<file path="config.mk">
export PLATFORM = sky130hd
export DESIGN_NAME = miller_rabin_prime_test_64_flat
export DESIGN_NICKNAME = d
export VERILOG_FILES = /design/src/mrpt_pkg.sv /design/src/mrpt_if.sv /design/src/mrpt_mulmod.sv /design/src/miller_rabin_prime_test_64.sv /design/src/flat_wrapper.sv
export SDC_FILE = /design/constraint.sdc
export NUM_CORES = 2
export LEC_CHECK = 0
export BUFFER_PORTS_ARGS = -buffer_cell sky130_fd_sc_hd__buf_4
export CORE_ASPECT_RATIO = 0.7
export CORE_MARGIN = 3
export CORE_UTILIZATION = 40
export CTS_CLUSTER_DIAMETER = 50
export DETAILED_ROUTE_END_ITERATION = 8
export GPL_ROUTABILITY_DRIVEN = 0
export PLACE_DENSITY = 0.58
export SLEW_MARGIN = 0
export SYNTH_ARGS = -nofsm -noshare
export SYNTH_HDL_FRONTEND = slang
export SYNTH_HIERARCHICAL = 1
export SYNTH_SLANG_ARGS = --single-unit
</file>
<file path="constraint.sdc">
create_clock -name i_clk -period 9.97 [get_ports i_clk]
set_input_delay 1.994 -clock i_clk [delete_from_list [all_inputs] [get_ports i_clk]]
set_output_delay 1.994 -clock i_clk [all_outputs]
set_load 0.02 [all_outputs]
</file>
<file path="src/mrpt_pkg.sv">
`timescale 1ns / 1ps
`default_nettype none

package mrpt_pkg;

    // Field widths
    localparam int CAND_BITS        = 64;
    localparam int WORD_BITS_DFLT   = 64;

    // Witness bases: all fit in 31 bits
    localparam int BASE_BITS        = 31;
    localparam int NUM_BASES        = 7;
    localparam int BASE_IDX_W       = $clog2(NUM_BASES);

    // Trial-division primes 2..37
    localparam int NUM_SMALL        = 12;
    localparam int SP_BITS          = 6;

    typedef enum logic [3:0] {
        S_IDLE,
        S_TRIAL,
        S_CHECK,
        S_SPLIT,
        S_BASE,
        S_RED_WAIT,
        S_POW_SQ,
        S_SQ_WAIT,
        S_MULA_WAIT,
        S_POW_END,
        S_LOOP,
        S_LOOP_WAIT,
        S_NEXT,
        S_DONE
    } t_state;

    function automatic logic [BASE_BITS-1:0] mr_base(input logic [BASE_IDX_W-1:0] idx);
        logic [BASE_BITS-1:0] b;
        case (idx)
            3'd0:    b = 31'd2;
            3'd1:    b = 31'd325;
            3'd2:    b = 31'd9375;
            3'd3:    b = 31'd28178;
            3'd4:    b = 31'd450775;
            3'd5:    b = 31'd9780504;
            3'd6:    b = 31'd1795265022;
            default: b = 31'd2;
        endcase
        return b;
    endfunction

    function automatic logic [SP_BITS-1:0] small_prime(input int idx);
        logic [SP_BITS-1:0] p;
        case (idx)
            0:       p = 6'd2;
            1:       p = 6'd3;
            2:       p = 6'd5;
            3:       p = 6'd7;
            4:       p = 6'd11;
            5:       p = 6'd13;
            6:       p = 6'd17;
            7:       p = 6'd19;
            8:       p = 6'd23;
            9:       p = 6'd29;
            10:      p = 6'd31;
            11:      p = 6'd37;
            default: p = 6'd2;
        endcase
        return p;
    endfunction

endpackage

`default_nettype wire

</file>
<file path="src/mrpt_if.sv">
`timescale 1ns / 1ps
`default_nettype none

// Candidate channel
interface mrpt_cand_if;
    import mrpt_pkg::*;

    logic                 valid;
    logic                 ready;
    logic [CAND_BITS-1:0] candidate;

    modport source (output valid, output candidate, input ready);
    modport sink   (input valid, input candidate, output ready);
endinterface

// Verdict channel
interface mrpt_flag_if;
    logic valid;
    logic ready;
    logic prime_flag;

    modport source (output valid, output prime_flag, input ready);
    modport sink   (input valid, input prime_flag, output ready);
endinterface

`default_nettype wire

</file>
<file path="src/mrpt_mulmod.sv">
`timescale 1ns / 1ps
`default_nettype none

module mrpt_mulmod #(
    parameter int WORD_BITS = mrpt_pkg::WORD_BITS_DFLT
) (
    input  wire logic                        i_clk,
    input  wire logic                        i_rst_n,
    input  wire logic                        i_start,
    input  wire logic [WORD_BITS-1:0]        i_x,
    input  wire logic [((WORD_BITS > mrpt_pkg::BASE_BITS) ? WORD_BITS
                                                       : mrpt_pkg::BASE_BITS)-1:0] i_y,
    input  wire logic [WORD_BITS-1:0]        i_mod,
    output logic                             o_busy,
    output logic                             o_done,
    output logic [WORD_BITS-1:0]             o_prod
);
    import mrpt_pkg::*;

    localparam int W  = WORD_BITS;
    localparam int YW = (W > BASE_BITS) ? W : BASE_BITS;
    localparam int CW = $clog2(YW);

    logic          r_busy, n_busy;
    logic          r_done, n_done;
    logic [CW-1:0] r_cnt,  n_cnt;
    logic [W-1:0]  r_acc,  n_acc;
    logic [W-1:0]  r_x,    n_x;
    logic [YW-1:0] r_y,    n_y;

    logic [W-1:0]  w_addend;
    logic [W+2:0]  w_sum, w_d1, w_d2;

    // One multiplier bit per cycle: acc = (2*acc + bit*x) mod m
    always_comb begin
        w_addend = r_y[YW-1] ? r_x : '0;
        w_sum    = {2'b00, r_acc, 1'b0} + {3'b000, w_addend};
        w_d1     = w_sum - {3'b000, i_mod};
        w_d2     = w_sum - {2'b00, i_mod, 1'b0};
    end

    always_comb begin
        n_busy = r_busy;
        n_done = 1'b0;
        n_cnt  = r_cnt;
        n_acc  = r_acc;
        n_x    = r_x;
        n_y    = r_y;
        if (i_start && !r_busy) begin
            n_busy = 1'b1;
            n_cnt  = CW'(YW - 1);
            n_acc  = '0;
            n_x    = i_x;
            n_y    = i_y;
        end else if (r_busy) begin
            if (!w_d2[W+2]) begin
                n_acc = w_d2[W-1:0];
            end else if (!w_d1[W+2]) begin
                n_acc = w_d1[W-1:0];
            end else begin
                n_acc = w_sum[W-1:0];
            end
            n_y = {r_y[YW-2:0], 1'b0};
            if (r_cnt == '0) begin
                n_busy = 1'b0;
                n_done = 1'b1;
            end else begin
                n_cnt = r_cnt - CW'(1);
            end
        end
    end

    // Clear control, keep payload
    always_ff @(posedge i_clk) begin
        if (!i_rst_n) begin
            r_busy <= 1'b0;
            r_done <= 1'b0;
        end else begin
            r_busy <= n_busy;
            r_done <= n_done;
        end
    end

    always_ff @(posedge i_clk) begin
        r_cnt <= n_cnt;
        r_acc <= n_acc;
        r_x   <= n_x;
        r_y   <= n_y;
    end

    assign o_busy = r_busy;
    assign o_done = r_done;
    assign o_prod = r_acc;

endmodule

`default_nettype wire

</file>
<file path="src/miller_rabin_prime_test_64.sv">
// Candidates below 2 or with a factor up to 37 finish after trial division; the others also run
// the Miller-Rabin rounds, whose run time is set by the bit-serial modular multiplier.
// Throughput: one item at a time; the next item is taken once the verdict is registered.
// Reset: synchronous, active low; clears the controller, the multiplier and the output valid.
`timescale 1ns / 1ps
`default_nettype none

module miller_rabin_prime_test_64 #(
    parameter int WORD_BITS = mrpt_pkg::WORD_BITS_DFLT
) (
    input  wire logic   i_clk,
    input  wire logic   i_rst_n,
    mrpt_cand_if.sink   i_cand,
    mrpt_flag_if.source o_res
);
    import mrpt_pkg::*;

    localparam int W     = WORD_BITS;
    localparam int YW    = (W > BASE_BITS) ? W : BASE_BITS;
    localparam int CNT_W = $clog2(W + 1);
    localparam int SW    = $clog2(W);

    t_state                r_state, n_state;
    logic [W-1:0]          r_n,     n_n;
    logic [W-1:0]          r_d,     n_d;
    logic [W-1:0]          r_e,     n_e;
    logic [W-1:0]          r_x,     n_x;
    logic [W-1:0]          r_a,     n_a;
    logic [CNT_W-1:0]      r_cnt,   n_cnt;
    logic [SW-1:0]         r_s,     n_s;
    logic [SW-1:0]         r_r,     n_r;
    logic [BASE_IDX_W-1:0] r_bi,    n_bi;
    logic [SP_BITS-1:0]    r_rem [NUM_SMALL];
    logic [SP_BITS-1:0]    n_rem [NUM_SMALL];
    logic                  r_flag,  n_flag;
    logic                  r_res_flag, n_res_flag;
    logic                  r_out_valid, n_out_valid;

    logic                  w_mul_start;
    logic [W-1:0]          w_mul_x;
    logic [YW-1:0]         w_mul_y;
    logic                  w_mul_busy;
    logic                  w_mul_done;
    logic [W-1:0]          w_mul_prod;

    logic [W-1:0]          w_nm1;
    logic                  w_any_zero;
    logic                  w_is_small;
    logic [SP_BITS:0]      w_two [NUM_SMALL];

    mrpt_mulmod #(
        .WORD_BITS (W)
    ) u_mulmod (
        .i_clk   (i_clk),
        .i_rst_n (i_rst_n),
        .i_start (w_mul_start),
        .i_x     (w_mul_x),
        .i_y     (w_mul_y),
        .i_mod   (r_n),
        .o_busy  (w_mul_busy),
        .o_done  (w_mul_done),
        .o_prod  (w_mul_prod)
    );

    // Candidate is odd once the Miller-Rabin rounds run
    assign w_nm1 = {r_n[W-1:1], 1'b0};

    // Small-prime remainders, one candidate bit per cycle, MSB first
    always_comb begin
        w_any_zero = 1'b0;
        w_is_small = 1'b0;
        for (int k = 0; k < NUM_SMALL; k++) begin
            w_two[k] = {r_rem[k], r_d[W-1]};
            if (w_two[k] >= {1'b0, small_prime(k)}) begin
                w_two[k] = w_two[k] - {1'b0, small_prime(k)};
            end
            if (r_rem[k] == '0) begin
                w_any_zero = 1'b1;
            end
            if (r_n == W'(small_prime(k))) begin
                w_is_small = 1'b1;
            end
        end
    end

    // Next state and datapath control
    always_comb begin
        n_state     = r_state;
        n_n         = r_n;
        n_d         = r_d;
        n_e         = r_e;
        n_x         = r_x;
        n_a         = r_a;
        n_cnt       = r_cnt;
        n_s         = r_s;
        n_r         = r_r;
        n_bi        = r_bi;
        n_rem       = r_rem;
        n_flag      = r_flag;
        n_res_flag  = r_res_flag;
        n_out_valid = r_out_valid;
        w_mul_start = 1'b0;
        w_mul_x     = r_x;
        w_mul_y     = YW'(r_x);

        // Drop the verdict once taken
        if (o_res.ready) begin
            n_out_valid = 1'b0;
        end

        unique case (r_state)
            S_IDLE: begin
                if (i_cand.valid) begin
                    n_n   = i_cand.candidate[W-1:0];
                    n_d   = i_cand.candidate[W-1:0];
                    n_cnt = CNT_W'(W - 1);
                    for (int k = 0; k < NUM_SMALL; k++) begin
                        n_rem[k] = '0;
                    end
                    n_state = S_TRIAL;
                end
            end
            S_TRIAL: begin
                for (int k = 0; k < NUM_SMALL; k++) begin
                    n_rem[k] = w_two[k][SP_BITS-1:0];
                end
                n_d = {r_d[W-2:0], 1'b0};
                if (r_cnt == '0) begin
                    n_state = S_CHECK;
                end else begin
                    n_cnt = r_cnt - CNT_W'(1);
                end
            end
            S_CHECK: begin
                if (r_n[W-1:1] == '0) begin
                    n_flag  = 1'b0;
                    n_state = S_DONE;
                end else if (w_any_zero) begin
                    n_flag  = w_is_small;
                    n_state = S_DONE;
                end else begin
                    n_d     = w_nm1;
                    n_s     = '0;
                    n_state = S_SPLIT;
                end
            end
            S_SPLIT: begin
                // Strip factors of two from n-1
                if (!r_d[0]) begin
                    n_d = {1'b0, r_d[W-1:1]};
                    n_s = r_s + SW'(1);
                end else begin
                    n_bi    = '0;
                    n_state = S_BASE;
                end
            end
            S_BASE: begin
                // Reduce the base: 1 * base mod n
                w_mul_start = 1'b1;
                w_mul_x     = W'(1);
                w_mul_y     = YW'(mr_base(r_bi));
                n_state     = S_RED_WAIT;
            end
            S_RED_WAIT: begin
                if (w_mul_done) begin
                    if (w_mul_prod == '0) begin
                        n_state = S_NEXT;
                    end else begin
                        n_a     = w_mul_prod;
                        n_x     = W'(1);
                        n_e     = r_d;
                        n_cnt   = CNT_W'(W);
                        n_state = S_POW_SQ;
                    end
                end
            end
            S_POW_SQ: begin
                // Left-to-right exponentiation; squaring one is skipped
                if (r_cnt == '0) begin
                    n_state = S_POW_END;
                end else if (r_x == W'(1)) begin
                    if (r_e[W-1]) begin
                        n_x = r_a;
                    end
                    n_e   = {r_e[W-2:0], 1'b0};
                    n_cnt = r_cnt - CNT_W'(1);
                end else begin
                    w_mul_start = 1'b1;
                    w_mul_x     = r_x;
                    w_mul_y     = YW'(r_x);
                    n_state     = S_SQ_WAIT;
                end
            end
            S_SQ_WAIT: begin
                if (w_mul_done) begin
                    n_x = w_mul_prod;
                    if (r_e[W-1]) begin
                        w_mul_start = 1'b1;
                        w_mul_x     = r_a;
                        w_mul_y     = YW'(w_mul_prod);
                        n_state     = S_MULA_WAIT;
                    end else begin
                        n_e     = {r_e[W-2:0], 1'b0};
                        n_cnt   = r_cnt - CNT_W'(1);
                        n_state = S_POW_SQ;
                    end
                end
            end
            S_MULA_WAIT: begin
                if (w_mul_done) begin
                    n_x     = w_mul_prod;
                    n_e     = {r_e[W-2:0], 1'b0};
                    n_cnt   = r_cnt - CNT_W'(1);
                    n_state = S_POW_SQ;
                end
            end
            S_POW_END: begin
                if (r_x == W'(1) || r_x == w_nm1) begin
                    n_state = S_NEXT;
                end else begin
                    n_r     = SW'(1);
                    n_state = S_LOOP;
                end
            end
            S_LOOP: begin
                if (r_r < r_s) begin
                    w_mul_start = 1'b1;
                    w_mul_x     = r_x;
                    w_mul_y     = YW'(r_x);
                    n_state     = S_LOOP_WAIT;
                end else begin
                    n_flag  = 1'b0;
                    n_state = S_DONE;
                end
            end
            S_LOOP_WAIT: begin
                if (w_mul_done) begin
                    n_x = w_mul_prod;
                    if (w_mul_prod == w_nm1) begin
                        n_state = S_NEXT;
                    end else begin
                        n_r     = r_r + SW'(1);
                        n_state = S_LOOP;
                    end
                end
            end
            S_NEXT: begin
                if (r_bi == BASE_IDX_W'(NUM_BASES - 1)) begin
                    n_flag  = 1'b1;
                    n_state = S_DONE;
                end else begin
                    n_bi    = r_bi + BASE_IDX_W'(1);
                    n_state = S_BASE;
                end
            end
            S_DONE: begin
                // Hold until the output register is free, then load the verdict
                if (!r_out_valid || o_res.ready) begin
                    n_out_valid = 1'b1;
                    n_res_flag  = r_flag;
                    n_state     = S_IDLE;
                end
            end
            default: begin
                n_state = S_IDLE;
            end
        endcase
    end

    // State register
    always_ff @(posedge i_clk) begin
        if (!i_rst_n) begin
            r_state     <= S_IDLE;
            r_out_valid <= 1'b0;
        end else begin
            r_state     <= n_state;
            r_out_valid <= n_out_valid;
        end
    end

    // Datapath registers
    always_ff @(posedge i_clk) begin
        r_n        <= n_n;
        r_d        <= n_d;
        r_e        <= n_e;
        r_x        <= n_x;
        r_a        <= n_a;
        r_cnt      <= n_cnt;
        r_s        <= n_s;
        r_r        <= n_r;
        r_bi       <= n_bi;
        r_rem      <= n_rem;
        r_flag     <= n_flag;
        r_res_flag <= n_res_flag;
    end

    assign i_cand.ready     = (r_state == S_IDLE);
    assign o_res.valid      = r_out_valid;
    assign o_res.prime_flag = r_res_flag;

`ifndef SYNTHESIS
    a_accept_mul_idle: assert property (@(posedge i_clk) disable iff (!i_rst_n)
        (i_cand.valid && i_cand.ready) |-> !w_mul_busy)
        else $error("item accepted while the multiplier is busy");

    a_done_in_wait: assert property (@(posedge i_clk) disable iff (!i_rst_n)
        w_mul_done |-> (r_state == S_RED_WAIT || r_state == S_SQ_WAIT
                        || r_state == S_MULA_WAIT || r_state == S_LOOP_WAIT))
        else $error("product finished outside a wait state");

    a_prod_reduced: assert property (@(posedge i_clk) disable iff (!i_rst_n)
        w_mul_done |-> (w_mul_prod < r_n))
        else $error("modular product not reduced");

    a_split_nonzero: assert property (@(posedge i_clk) disable iff (!i_rst_n)
        (r_state == S_LOOP) |-> (r_s != '0))
        else $error("squaring loop entered with zero power of two");
`endif

endmodule

`default_nettype wire
</file>
<file path="src/flat_wrapper.sv">
// flat-port wrapper written by rule: the top's interface ports become plain ports
module miller_rabin_prime_test_64_flat import mrpt_pkg::*;
#(
    parameter int WORD_BITS = mrpt_pkg::WORD_BITS_DFLT
)
  (i_clk, i_rst_n, i_cand_valid, i_cand_candidate, i_cand_ready, o_res_valid, o_res_prime_flag, o_res_ready);
  mrpt_cand_if i_cand_i ();
  mrpt_flag_if o_res_i ();
  input  wire logic i_clk;
  input  wire logic i_rst_n;
  input wire logic [$bits(i_cand_i.valid)-1:0] i_cand_valid;
  input wire logic [$bits(i_cand_i.candidate)-1:0] i_cand_candidate;
  output wire logic [$bits(i_cand_i.ready)-1:0] i_cand_ready;
  output wire logic [$bits(o_res_i.valid)-1:0] o_res_valid;
  output wire logic [$bits(o_res_i.prime_flag)-1:0] o_res_prime_flag;
  input wire logic [$bits(o_res_i.ready)-1:0] o_res_ready;
  assign i_cand_i.valid = i_cand_valid;
  assign i_cand_i.candidate = i_cand_candidate;
  assign i_cand_ready = i_cand_i.ready;
  assign o_res_valid = o_res_i.valid;
  assign o_res_prime_flag = o_res_i.prime_flag;
  assign o_res_i.ready = o_res_ready;
  miller_rabin_prime_test_64 #(.WORD_BITS(WORD_BITS)) u_core (.i_clk(i_clk), .i_rst_n(i_rst_n), .i_cand(i_cand_i), .o_res(o_res_i));
endmodule
</file>
Yosys cells after proc, flatten, opt, wreduce, memory -nomap -nowiden
Index checks and enable logic that the tools add are counted.

cells by class
  add/sub/neg operators = 20
  multiply operators = 0
  divide/modulo/power cells = 0
  magnitude comparators = 13
  eq/ne operators = 58
  shifts and indexed selects = 0
  multiplexer cells = 139
  bitwise gates (word level) = 4
  reduce and logical (&&, ||, !) cells = 50

operators by type and width
  cell                 number
  $mux 64              25
  $pmux 64 s4          2
  $eq 64x5->1 const B  5
  $pmux 64 s2          2
  $pmux 64 s3          1
  $pmux 31 s6          1
  $mux 6               30
  $pmux 72 s2          1
  $eq 64x2->1 const B  2
  $eq 64x3->1 const B  2
  $eq 64x4->1 const B  2
  $eq 64x64->1         2
  $logic_not 6->1      13
  $mux 72              1
  $sub 6x6->6          12
  $sub 66x64->67       1
  $sub 66x65->67       1
  $add 65x64->66       1
  $eq 64x1->1 const B  1
  $eq 64x6->1 const B  1
  $logic_not 64->1     1
  $logic_not 63->1     1
  $mux 7               9
  $mux 4               15
  49 further kinds     152

word-level totals
  bits in registers = 621
  latch bits = 0
  bits in writable memories = 0
  bits in read-only memories = 0
  bits of input ports = 68
  output and inout bits = 3
  word-level logic and storage cells = 317
  memories kept = 0

Longest topological paths before layout
  word-level depth = 16
  mapped depth = 29
  gate-level depth less buffers = 25

By module
The synthesis kept the hierarchy.

modules (own cells, without submodules)
  module                      instances  cells an instance  area each (um^2)  sequential area each (um^2)
  miller_rabin_prime_test_64  1          2166               23083.4           12592.1
  mrpt_mulmod                 1          2475               19591.3           5285.1

Least setup slack after synthesis
OpenSTA, ideal clock, no wires.

  path kind = input port to flip-flop
  from = input port i_cand_valid
  to = register u_core.r_d[10] (enable)
  setup time = 0.578 ns
  arrival time = 6.720 ns
  data required time = 9.392 ns
  slack = 2.672 ns
  stages on the path = 2
  buffers on the path = 0
  path through = a211oi_1 a211oi_1

between the ends
  cells in the longest elaborated chain, start to end = 2

RTL lines
  item                               RTL line                           RTL
  start: declaration                 flat_wrapper.sv:11                 input wire logic [$bits(i_cand_i.valid)-1:0] i_cand_valid;
  $ne 2x2->1 (no source line)        --
  $reduce_and 5->1 (no source line)  --
  end signal: assignment             miller_rabin_prime_test_64.sv:284  r_d <= n_d;
  end: declaration                   miller_rabin_prime_test_64.sv:25   logic [W-1:0] r_d, n_d;

No other way between the ends.
A chain may end at the register's enable or synchronous reset.

Worst setup path in the final report
  from = register u_core.u_mulmod.r_y[63]
  to = register u_core.u_mulmod.r_acc[19] (netlist: u_core/u_mulmod/o_prod[19])

between the ends
  cells in the longest elaborated chain, start to end = 5
  elaborated cells between the ends (all ways) = 6
  those cells by class = 3 x add/sub; 3 x mux

RTL lines
  item                      RTL line           RTL
  start: declaration        mrpt_mulmod.sv:29  logic [YW-1:0] r_y, n_y;
  start signal: assignment  mrpt_mulmod.sv:88  r_y <= n_y;
  $mux 64 *                 mrpt_mulmod.sv:36  w_addend = r_y[YW-1] ? r_x : '0;
  $add 65x64->66 *          mrpt_mulmod.sv:37  w_sum = {2'b00, r_acc, 1'b0} + {3'b000, w_addend};
  $sub 66x64->67            mrpt_mulmod.sv:38  w_d1 = w_sum - {3'b000, i_mod};
  $mux 64                   mrpt_mulmod.sv:58  end else if (!w_d1[W+2]) begin
  $mux 64 *                 mrpt_mulmod.sv:56  if (!w_d2[W+2]) begin
  end signal: assignment    mrpt_mulmod.sv:86  r_acc <= n_acc;
  end: declaration          mrpt_mulmod.sv:27  logic [W-1:0] r_acc, n_acc;

Mark *: on every way between the ends. The rest lies on a longest branch, timed or not.

==> metrics.csv <==
metric,value,unit
status,finished clean,
r2r_end,u_core/u_mulmod/o_prod[19]$_SDFFE_PP0P_,
r2r_cells,27,
internal_power,9.24,mW
final_cells,6101,
place_hpwl,117000,µm
seq_area_frac_synth,41.9,%
drive_above_1_share,7.15,%
die_h,279,µm
finalCritPeriodShare,78.9,%
fillerInstances,10100,
p_sw,9.09,mW
placedCellCount,5960,
hold_path.class,register to register,
setup_ws,2.10,ns
grt_pass1_vias,33800,
clockBufferDepth,3,
p_sw_share,49.6,%
cts_num_sinks,621,
seq_area,17900,µm²
synth.area.top_cells,"edfxtp_1 (38%), ha_1 (6.6%), nand2_1 (5.1%)",
finalSetupViolCount,0,
cts.hold.buffers_added,0,
drc,0,
finalPower,18.3,mW
grt-ovfl-total,0,
wl_per_cell,26.6,µm
ys_ff_latch,621,
ir_worst_vdd,216,µV
dr.first_iter.drc_count,5342,
grt_max_degree,85,
post_cts_resized,0,
yosysTopAreaCellShare,38.3,%
worst-setup-path-type,register to register,
grt_use_met2,33.9,%
synth_ff_type,edfxtp_1,
yosys_warnings,6,
syn-cell-area,42700,µm²
worst_pin_slew,1.26,ns
critPathArrivalTime,8.40,ns
fin_skew,0.0498,ns
placement.io_buffers,70,
cts_tree,done,
combPwrFrac,56.9,%
reg2reg_slack,2.10,ns
grt_use_total,28.3,%
syn_to_final_growth,10.8,%
required,10.50,ns
crit_fanout,64,
clock_latency,0.69,ns
pre_cts_slack,2.55,ns
tns,0,ns
pwr-share-seq,27.2,%
grt_setup_unrepaired,no,
min_to,u_core/o_res.prime_flag$_DFFE_PP_,
synth_edf_count,544,
p_clk_share,15.9,%
fmax,127,MHz
synth_cells,4641,
cts_buffers,76,
hold_violations,0,
clockRootBuffer,clkbuf_16,
antenna_found_initial,8,
io-pin-count,71,
synth_cell_types,98,
use_met3,12.8,%
ys_top_cells_by_count,"nand2_1 (579), edfxtp_1 (544), o21ai_0 (360), nor2_1 (353), a21oi_1 (324)",
first_pass_iters,9,
initial_core_util,40.6,%
cellLeakagePower,18.7,nW
powerDensity,388,nW/µm²
clkTransAtPathRegs,0.07,ns
cp_slowest_cell,o211ai_2,
crit_top_cell,a21oi_1,
drv_cap,0,
cp_slowest_stage_delay,0.74,ns
synth_largest_area_cell,edfxtp_1,
multi_input_area,23000,µm²
core,105000,µm²
rows,99,
period_minus_slack,7.87,ns
yosysMostFrequentCell,nand2_1,
h-tree-depth,3,
viasPerCell,6.24,
end_kind,register,
grt_pass1_wl,234000,µm
busiest_layer,met1,
vias,38100,
use_met1,43.2,%
synthesis.nets,4937,
hold_ws,0.432,ns
die_x,396,µm
slew_violations,0,
nNetsFinal,4920,
worstHoldPathCells,0,
hp-start,u_core/r_flag$_DFFE_PP_,
slew_headroom,15.6,%
start_kind,register,
fp.dieArea,111000,µm²
async_flop_share,0,%
syn_area_per_cell,9.20,µm²
rr_startpoint,u_core/u_mulmod/r_y[63]$_DFFE_PP_,
cts_setup_buffers,0,
postRouteWirelength,162000,µm
postRouteAntennaNets,0,
power by group through the flow:
stage	clock, mW	sequential, mW	combinational, mW
final	2.92	4.98	10.4
after global routing	3.08	5.00	11.2
after CTS	2.97	4.90	10.0
after detailed placement	0	4.93	9.95
after global placement	0	4.93	9.95
after floorplan	0	4.52	7.08
worst max-delay path, delay by kind of cell, from the launching register on:
kind / cells / cell delay (ns)
adder cells (fa/ha/maj): 3 / 0.99
flip-flops: 1 / 0.32
AND/OR/NAND/NOR: 8 / 1.49
AO/OA/AOI/OAI: 12 / 3.25
XOR/XNOR: 1 / 0.64
buffers and inverters: 3 / 0.95
sequential cells by signal, summed over array words and instances, names as in the netlist, 3 cells and up:
register and flops:
u_core/r_bi 3, u_core/r_state 4, u_core/r_a 64, u_core/r_e 64, u_core/r_x 64, u_core/r_rem 72
u_core/u_mulmod/r_cnt 6, u_core/r_r 6, u_core/r_d 64, u_core/r_s 6, u_core/r_n 64, u_core/u_mulmod/r_y 64
u_core/r_cnt 7, u_core/u_mulmod/o_prod 64, u_core/u_mulmod/r_x 64
through the flow:
step / area, µm² / util, %
floorplan: 42700 / -
global placement: 44600 / 42.5
detailed placement: 44600 / 42.5
CTS: 47300 / 45.0
global route: 47300 / 45.0
finish: 47300 / 45.0
layout by cell type (no fill, tap or decap), types with 82 or more instances in the layout:
| cell type | count |
|---|---|
| a21o_1 | 103 |
| a21oi_1 | 323 |
| nand2_1 | 575 |
| a22o_1 | 163 |
| o21ai_0 | 360 |
| and2_1 | 86 |
| a31oi_1 | 95 |
| buf_4 | 146 |
| xnor2_1 | 214 |
| inv_1 | 223 |
| mux2i_1 | 92 |
| edfxtp_1 | 544 |
| xor2_1 | 121 |
| ha_1 | 225 |
| nor4_1 | 82 |
| nor2_1 | 348 |
layout make-up:
class / instances / share of cell area, %
Multi-Input combinational cell: 3551 / 48.7
Sequential cell: 621 / 37.8
Clock buffer: 91 / 4.36
Tap cell: 1414 / 3.74
Timing Repair Buffer: 146 / 2.32
Inverter: 228 / 1.82
Clock inverter: 49 / 1.19
Antenna cell: 1 / 0.00529
cells by family after synthesis:
group | synth area share, %
compound gates | 21.8
xor+xnor | 6.88
fa+ha+maj | 6.74
buf+inv | 4.39
flops | 41.9
mux | 2.24
simple gates | 16.0
how the worst max path moves through the flow:
stage	to	slack [ns]	startpoint
after floorplan	u_core/r_d[10]$_DFFE_PP_	2.67	i_cand_valid
after global placement	u_core/u_mulmod/o_prod[11]$_SDFFE_PP0P_	2.66	u_core/u_mulmod/r_y[63]$_DFFE_PP_
after detailed placement	u_core/u_mulmod/o_prod[19]$_SDFFE_PP0P_	2.55	u_core/u_mulmod/r_y[63]$_DFFE_PP_
after CTS	u_core/u_mulmod/o_prod[19]$_SDFFE_PP0P_	2.47	u_core/u_mulmod/r_y[63]$_DFFE_PP_
after global routing	u_core/u_mulmod/o_prod[19]$_SDFFE_PP0P_	1.69	u_core/u_mulmod/r_y[63]$_DFFE_PP_
final	u_core/u_mulmod/o_prod[19]$_SDFFE_PP0P_	2.10	u_core/u_mulmod/r_y[63]$_DFFE_PP_
metal layers:
layer | part of all wire (%) | wire length, µm
met3 | 16 | 26400
met2 | 35 | 57500
met4 | 3.7 | 5950
met1 | 45 | 72200
met5 | 0.027 | 44
Power figures use the tool's default switching activity.
